<file path="src/rtl/dds_spg_pkg.sv">
package dds_spg_pkg;

    // Field and register widths
    localparam int CMD_W      = 32;
    localparam int SCALE_W    = 32;
    localparam int FRAC_W     = 16;
    localparam int PROD_W     = CMD_W + SCALE_W - FRAC_W;
    localparam int POS_W      = 32;
    localparam int STEP_BIT_W = 5;
    localparam int CFG_IDX_W  = 1;
    localparam int CFG_DATA_W = 32;

    // Register indexes
    localparam logic [CFG_IDX_W-1:0] CFG_STEP_BIT   = 1'd0;
    localparam logic [CFG_IDX_W-1:0] CFG_FREQ_SCALE = 1'd1;

    // Register reset values
    localparam logic [STEP_BIT_W-1:0] STEP_BIT_RST   = 5'd22;
    localparam logic [SCALE_W-1:0]    FREQ_SCALE_RST = 32'd6871948;

    // Saturation limits of the add magnitude
    localparam logic [CMD_W-1:0] SAT_POS = 32'h7FFF_FFFF;
    localparam logic [CMD_W-1:0] SAT_NEG = 32'h8000_0000;

    // Input request
    typedef struct packed {
        logic                    joint_enable;
        logic signed [CMD_W-1:0] freq_cmd;
    } in_item_t;

    // Result request
    typedef struct packed {
        logic                    step_out;
        logic                    dir_out;
        logic                    driver_disable;
        logic signed [POS_W-1:0] position;
    } out_item_t;

    // Scaled request passed from the multiplier to the accumulator
    typedef struct packed {
        logic              en;
        logic              neg;
        logic [PROD_W-1:0] prod;
    } scaled_t;

endpackage

</file>
<file path="src/rtl/dds_step_pulse_generator_unit.sv">
// Channel   Direction  Handshake            Payload
// in        sink       in_valid / in_stall  in_data   (in_item_t)
// out       source     out_valid / out_stall out_data (out_item_t)
// cfg       sink       cfg_we               cfg_index, cfg_data
//
// One request is taken per cycle while in_stall is low; its result passes the
// input, magnitude, product and result registers in order before it is offered.
// Accumulator and position close their loop in the result stage.
// Reset empties the pipeline, zeroes accumulator and position, sets direction
// forward and driver disable high, and loads the register defaults.
// A result-side stall backs up stage by stage; empty stages still take requests.
module dds_step_pulse_generator_unit
    import dds_spg_pkg::*;
#(
    parameter int ACC_WIDTH = 32
)
(
    input  logic                  clk,
    input  logic                  rst_n,
    input  logic                  in_valid,
    output logic                  in_stall,
    input  in_item_t              in_data,
    output logic                  out_valid,
    input  logic                  out_stall,
    output out_item_t             out_data,
    input  logic                  cfg_we,
    input  logic [CFG_IDX_W-1:0]  cfg_index,
    input  logic [CFG_DATA_W-1:0] cfg_data
);

    logic [STEP_BIT_W-1:0] step_bit_reg;
    logic [SCALE_W-1:0]    freq_scale_reg;

    logic                  sc_valid;
    logic                  sc_stall;
    scaled_t               sc_data;

    // Hold configuration registers
    always_ff @(posedge clk or negedge rst_n)
    begin
        if (!rst_n)
        begin
            step_bit_reg   <= STEP_BIT_RST;
            freq_scale_reg <= FREQ_SCALE_RST;
        end
        else if (cfg_we)
        begin
            case (cfg_index)
                CFG_STEP_BIT:
                begin
                    step_bit_reg <= cfg_data[STEP_BIT_W-1:0];
                end
                CFG_FREQ_SCALE:
                begin
                    freq_scale_reg <= cfg_data[SCALE_W-1:0];
                end
                default:
                begin
                    step_bit_reg <= step_bit_reg;
                end
            endcase
        end
    end

    dds_spg_scale u_scale (
        .clk        (clk),
        .rst_n      (rst_n),
        .freq_scale (freq_scale_reg),
        .in_valid   (in_valid),
        .in_stall   (in_stall),
        .in_data    (in_data),
        .sc_valid   (sc_valid),
        .sc_stall   (sc_stall),
        .sc_data    (sc_data)
    );

    dds_spg_accum #(
        .ACC_WIDTH (ACC_WIDTH)
    ) u_accum (
        .clk       (clk),
        .rst_n     (rst_n),
        .step_bit  (step_bit_reg),
        .sc_valid  (sc_valid),
        .sc_stall  (sc_stall),
        .sc_data   (sc_data),
        .out_valid (out_valid),
        .out_stall (out_stall),
        .out_data  (out_data)
    );

endmodule

</file>
<file path="src/rtl/dds_spg_scale.sv">
module dds_spg_scale
    import dds_spg_pkg::*;
(
    input  logic               clk,
    input  logic               rst_n,
    input  logic [SCALE_W-1:0] freq_scale,
    input  logic               in_valid,
    output logic               in_stall,
    input  in_item_t           in_data,
    output logic               sc_valid,
    input  logic               sc_stall,
    output scaled_t            sc_data
);

    logic                a_valid_reg;
    in_item_t            a_item_reg;
    logic                b_valid_reg;
    logic                b_en_reg;
    logic                b_neg_reg;
    logic [CMD_W-1:0]    b_mag_reg;
    logic                c_valid_reg;
    scaled_t             c_data_reg;

    logic                a_free;
    logic                b_free;
    logic                c_free;
    logic                a_neg;
    logic [CMD_W-1:0]    a_mag;
    logic [CMD_W+SCALE_W-1:0] b_full;

    // Free when empty or when the next stage takes the request
    assign c_free   = !c_valid_reg || !sc_stall;
    assign b_free   = !b_valid_reg || c_free;
    assign a_free   = !a_valid_reg || b_free;
    assign in_stall = !a_free;

    // Magnitude of the command, the most negative value maps to 2^31
    assign a_neg = a_item_reg.freq_cmd[CMD_W-1];
    assign a_mag = a_neg ? (CMD_W'(0) - a_item_reg.freq_cmd) : a_item_reg.freq_cmd;

    // Unsigned product of magnitude and scale
    assign b_full = {{SCALE_W{1'b0}}, b_mag_reg} * {{CMD_W{1'b0}}, freq_scale};

    // Hold control flags of the three stages
    always_ff @(posedge clk or negedge rst_n)
    begin
        if (!rst_n)
        begin
            a_valid_reg <= 1'b0;
            b_valid_reg <= 1'b0;
            c_valid_reg <= 1'b0;
        end
        else
        begin
            if (a_free)
            begin
                a_valid_reg <= in_valid;
            end
            if (b_free)
            begin
                b_valid_reg <= a_valid_reg;
            end
            if (c_free)
            begin
                c_valid_reg <= b_valid_reg;
            end
        end
    end

    // Advance payloads
    always_ff @(posedge clk)
    begin
        if (a_free && in_valid)
        begin
            a_item_reg <= in_data;
        end
        if (b_free && a_valid_reg)
        begin
            b_en_reg  <= a_item_reg.joint_enable;
            b_neg_reg <= a_neg;
            b_mag_reg <= a_mag;
        end
        if (c_free && b_valid_reg)
        begin
            c_data_reg.en   <= b_en_reg;
            c_data_reg.neg  <= b_neg_reg;
            c_data_reg.prod <= b_full[CMD_W+SCALE_W-1:FRAC_W];
        end
    end

    assign sc_valid = c_valid_reg;
    assign sc_data  = c_data_reg;

endmodule

</file>
<file path="src/rtl/dds_spg_accum.sv">
module dds_spg_accum
    import dds_spg_pkg::*;
#(
    parameter int ACC_WIDTH = 32
)
(
    input  logic                  clk,
    input  logic                  rst_n,
    input  logic [STEP_BIT_W-1:0] step_bit,
    input  logic                  sc_valid,
    output logic                  sc_stall,
    input  scaled_t               sc_data,
    output logic                  out_valid,
    input  logic                  out_stall,
    output out_item_t             out_data
);

    logic [ACC_WIDTH-1:0] phase_acc_reg;
    logic [ACC_WIDTH-1:0] phase_acc_next;
    logic [POS_W-1:0]     step_count_reg;
    logic [POS_W-1:0]     step_count_next;
    logic                 last_dir_reg;
    logic                 last_dir_next;
    logic                 drive_off_reg;
    logic                 drive_off_next;
    logic                 out_valid_reg;
    out_item_t            out_data_reg;

    logic                 fire;
    logic [CMD_W-1:0]     sat_mag;
    logic [63:0]          mag_wide;
    logic [ACC_WIDTH-1:0] add_mag;
    logic                 dir_now;
    logic [ACC_WIDTH-1:0] toggled;
    logic [ACC_WIDTH-1:0] tog_shift;
    logic                 step_now;

    assign sc_stall = out_valid_reg && out_stall;
    assign fire     = sc_valid && !sc_stall;

    // Saturate the scaled magnitude
    always_comb
    begin
        if (sc_data.neg)
        begin
            sat_mag = (sc_data.prod > PROD_W'(SAT_NEG)) ? SAT_NEG : sc_data.prod[CMD_W-1:0];
        end
        else
        begin
            sat_mag = (sc_data.prod > PROD_W'(SAT_POS)) ? SAT_POS : sc_data.prod[CMD_W-1:0];
        end
    end

    assign mag_wide = {32'b0, sat_mag};
    assign add_mag  = mag_wide[ACC_WIDTH-1:0];
    assign dir_now  = !sc_data.neg && (sat_mag != '0);

    // Accumulate, detect the step bit toggle, update direction and count
    always_comb
    begin
        phase_acc_next  = phase_acc_reg;
        step_count_next = step_count_reg;
        last_dir_next   = last_dir_reg;
        drive_off_next  = 1'b1;
        step_now        = 1'b0;
        toggled         = '0;
        tog_shift       = '0;
        if (sc_data.en)
        begin
            drive_off_next = 1'b0;
            phase_acc_next = sc_data.neg ? (phase_acc_reg - add_mag)
                                         : (phase_acc_reg + add_mag);
            toggled   = phase_acc_reg ^ phase_acc_next;
            tog_shift = toggled >> step_bit;
            if (last_dir_reg != dir_now)
            begin
                last_dir_next = dir_now;
            end
            else if (tog_shift[0])
            begin
                step_now        = 1'b1;
                step_count_next = dir_now ? (step_count_reg + POS_W'(1))
                                          : (step_count_reg - POS_W'(1));
            end
        end
    end

    // Hold joint state and the result flag
    always_ff @(posedge clk or negedge rst_n)
    begin
        if (!rst_n)
        begin
            phase_acc_reg  <= '0;
            step_count_reg <= '0;
            last_dir_reg   <= 1'b1;
            drive_off_reg  <= 1'b1;
            out_valid_reg  <= 1'b0;
        end
        else
        begin
            if (fire)
            begin
                phase_acc_reg  <= phase_acc_next;
                step_count_reg <= step_count_next;
                last_dir_reg   <= last_dir_next;
                drive_off_reg  <= drive_off_next;
                out_valid_reg  <= 1'b1;
            end
            else if (!out_stall)
            begin
                out_valid_reg  <= 1'b0;
            end
        end
    end

    // Load the result request
    always_ff @(posedge clk)
    begin
        if (fire)
        begin
            out_data_reg.step_out       <= step_now;
            out_data_reg.dir_out        <= last_dir_next;
            out_data_reg.driver_disable <= drive_off_next;
            out_data_reg.position       <= step_count_next;
        end
    end

    assign out_valid = out_valid_reg;
    assign out_data  = out_data_reg;

    // A step is never issued on a disabled tick
    assert property (@(posedge clk) disable iff (!rst_n)
        out_valid_reg |-> !(out_data_reg.step_out && out_data_reg.driver_disable))
        else $error("step issued with driver disabled");

    // A tick without a step leaves the position alone
    assert property (@(posedge clk) disable iff (!rst_n)
        fire && !step_now |=> $stable(step_count_reg))
        else $error("position moved without a step");

    // A direction change suppresses that tick's step
    assert property (@(posedge clk) disable iff (!rst_n)
        fire && sc_data.en && (dir_now != last_dir_reg) |=> !out_data_reg.step_out)
        else $error("step issued on a direction change");

    // A disabled tick holds the accumulator
    assert property (@(posedge clk) disable iff (!rst_n)
        fire && !sc_data.en |=> $stable(phase_acc_reg) && drive_off_reg)
        else $error("accumulator moved on a disabled tick");

endmodule

</file>
<file path="config.mk">
export PLATFORM = sky130hd
export DESIGN_NAME = dds_step_pulse_generator_unit
export DESIGN_NICKNAME = d
export VERILOG_FILES = /design/src/rtl/dds_spg_pkg.sv /design/src/rtl/dds_step_pulse_generator_unit.sv /design/src/rtl/dds_spg_scale.sv /design/src/rtl/dds_spg_accum.sv
export SDC_FILE = /design/constraint.sdc
export NUM_CORES = 2
export LEC_CHECK = 0
export BUFFER_PORTS_ARGS = -buffer_cell sky130_fd_sc_hd__buf_4
export CAP_MARGIN = 0
export CORE_AREA = 2 2 283 285
export CTS_CLUSTER_DIAMETER = 50
export DETAILED_ROUTE_END_ITERATION = 12
export DIE_AREA = 0 0 285 287
export MAX_ROUTING_LAYER = met4
export PLACE_DENSITY = 0.87
export SKIP_CTS_REPAIR_TIMING = 1
export SYNTH_ARGS = -nofsm -noshare
export SYNTH_HDL_FRONTEND = slang
export SYNTH_SLANG_ARGS = --single-unit
export TNS_END_PERCENT = 30
</file>
<file path="constraint.sdc">
create_clock -name clk -period 23.2 [get_ports clk]
set_input_delay 1.16 -clock clk [delete_from_list [all_inputs] [get_ports clk]]
set_output_delay 1.16 -clock clk [all_outputs]
set_load 0.05 [all_outputs]
</file>
==> flow_summary.yaml <==
timing:
  hold_violations: 0
  slew_headroom: 0.257
  fin_crit_ns: 9.45
  fin_crit_sh: 0.407
  tns_ns: 0
  finalClockSkew_ns: 0.0470
  timing.fmax_mhz: 106
  setup_viol: 0
  slew_viol_final: 0
  tightest_slew_ns: 1.11
  rsz0062_at_grt: "false"
worst_setup_path:
  timing.rr.start: "u_scale.b_mag_reg[18]"
  end_kind: "flop"
  reg2reg_setup_slack_ns: 13.75
  path_max_fanout: 23
  startpoint_type: "flop"
  critical_path_arrival_ns: 9.80
  critPathRequiredTime_ns: 23.55
  r2r-end: "u_scale.sc_data[44]"
  r2r_cells: 25
  worstSetupPathType: "flop to flop"
drt:
  post_drt_wl_per_cell_microns: 20.7
  drt_wl_total_mm: 124
  drtIter0Drc: 3228
  vias: 35016
  ant_nets: 0
  post-route-drc-count: 0
  vias_per_cell: 5.87
  drt_pre_antenna_iters: 6
logic_synthesis:
  ys_top_cells_by_count: "inv_1 (1022), fa_1 (897), nand2_1 (757)"
  ys_types: 91
  synth_edf_count: 152
  synthArstFlopShare: 0.409
  ys_seq_area_frac: 0.154
  synth.area.top_cells: "fa_1 (38%), edfxtp_1 (9.7%), ha_1 (8.6%)"
  syn-mean-instance-area_sq_um: 9.56
  syn_inst: 4906
  synth.most_common_cell: "inv_1"
  postSynthNetCount: 6197
  yosys.area.top_type: "fa_1"
  netlist_area_sq_mm: 0.0469
  synthFlopType: "edfxtp_1"
  synth_top_area_share: 0.383
  yosys_warnings: 0
  ys_seq_elements: 257
clock_tree:
  clock_sinks: 257
  cts-root-buf: "clkbuf_16"
  numCtsBuffers: 42
  clk_pin_slew_ns: 0.06
  htreeDepth: 2
  clockBufferDepth: 3
  cts_tree: "yes"
  clock_latency_ns: 0.60
floorplanning:
  start_util: 0.597
  die_x_microns: 285
  die_h_microns: 287
  die_area_sq_mm: 0.0818
  io_pins: 108
  num_rows: 103
  core-area_sq_mm: 0.0786
layout:
  nNetsFinal: 6172
  regArea_sq_mm: 0.00721
  multi_input_area_sq_mm: 0.0349
  layout-drive-gt1-share: 0.0800
  syn2layout_area_growth_pct: 6.65
  largest_reg_flops: 50
  fin_area_sq_mm: 0.0500
  final.fill_count: 5856
global_route:
  grt_max_degree: 56
  grt.overflow.total: 0
  antenna_found_initial: 1
  grt_pass1_wl_mm: 199
  grt_usage: 0.321
  grt_pass1_vias: 38109
outcome:
  status: "finished, final reports clean"
job:
  maxCapViolCount: 0
placement:
  place_hpwl_mm: 92.4
  portBuffers: 107
  gp_congestion: 0.955
  place_area_sq_mm: 0.0486
worst_hold_path:
  hold_end: "u_scale.b_en_reg"
  min_path_cells: 0
  worstHoldPathType: "flop to flop"
  hp-start: "u_scale.a_item_reg[32]"
[final cells by class]
type | instances | area share
timing repair buffer | 170 | 0.0255
clock inverter | 27 | 0.00663
sequential | 257 | 0.144
antenna | 1 | 0.0000500
multi-input combinational | 3388 | 0.698
tap | 1050 | 0.0263
clock buffer | 51 | 0.0225
inverter | 1022 | 0.0767
[cell families after synthesis]
group | share of synthesized area
mux | 0.0319
flops | 0.154
buf+inv | 0.102
compound gates | 0.0600
fa+ha+maj | 0.469
simple gates | 0.152
xor+xnor | 0.0319
[cells in the final DEF (no fill, tap or decap), drive strengths merged, types with 16 or more instances in the layout]
cell type / instances
inv: 1033
fa: 897
nand2: 757
and2: 391
ha: 323
buf: 170
edfxtp: 152
nor2: 113
xnor2: 106
mux2: 106
o21ai: 103
dfrtp: 89
a21oi: 87
clkbuf: 51
xor2: 44
nor3: 44
a21o: 42
nand2b: 23
nand3: 23
nor2b: 23
nor4: 21
a31oi: 21
o21a: 21
a211oi: 18
and3: 16
dfstp: 16
[stage by stage]
stage / setup WS [ns] / instances / hold slack (ns) / utilization
after detailed placement: 13.85 / 5887 / 0.413 / 0.618
after global routing: 13.38 / 5966 / 0.467 / 0.636
after floorplan: 15.21 / 4906 / 0.400 / -
after CTS: 13.90 / 5965 / 0.446 / 0.636
final: 13.75 / 5966 / 0.439 / 0.636
after global placement: 13.99 / 5887 / 0.434 / 0.618
[worst max path at each step]
stage / to / depth (start not counted) / slack [ns] / start
after CTS: u_scale.sc_data[44] / 25 / 13.90 / freq_scale_reg[2]
after detailed placement: u_scale.sc_data[44] / 25 / 13.85 / freq_scale_reg[2]
after floorplan: u_scale.sc_data[44] / 27 / 15.21 / freq_scale_reg[9]
after global placement: u_scale.sc_data[44] / 25 / 13.99 / freq_scale_reg[2]
final: u_scale.sc_data[44] / 25 / 13.75 / u_scale.b_mag_reg[18]
after global routing: u_scale.sc_data[44] / 26 / 13.38 / freq_scale_reg[15]
[layer usage]
layer / part of all wire / wire (microns) / track usage
met3: 0.098 / 12100 / 0.0625
met5: 0 / 0 / -
met4: 0.074 / 9140 / 0.199
met1: 0.35 / 43200 / 0.370
met2: 0.48 / 59300 / 0.519
[critical path: stages (launching register included)]
cell      delay [ns]
edfxtp_1        0.75
buf_4           0.41
and2_1          0.21
fa_1            0.44
fa_1            0.56
inv_1           0.06
fa_1            0.50
fa_1            0.51
inv_1           0.05
fa_1            0.58
fa_1            0.44
fa_1            0.49
inv_1           0.05
fa_1            0.47
inv_1           0.04
ha_1            0.35
nand4_1         0.16
or2_2           0.35
nor4_1          0.54
o211a_1         0.53
o211ai_1        0.27
a211o_1         0.32
o21ai_0         0.48
a31o_2          0.31
a41oi_1         0.16
xnor2_1         0.16
Power is not shown: default switching activity piles up to over one toggle a cycle in this logic, so the estimate is an artifact.
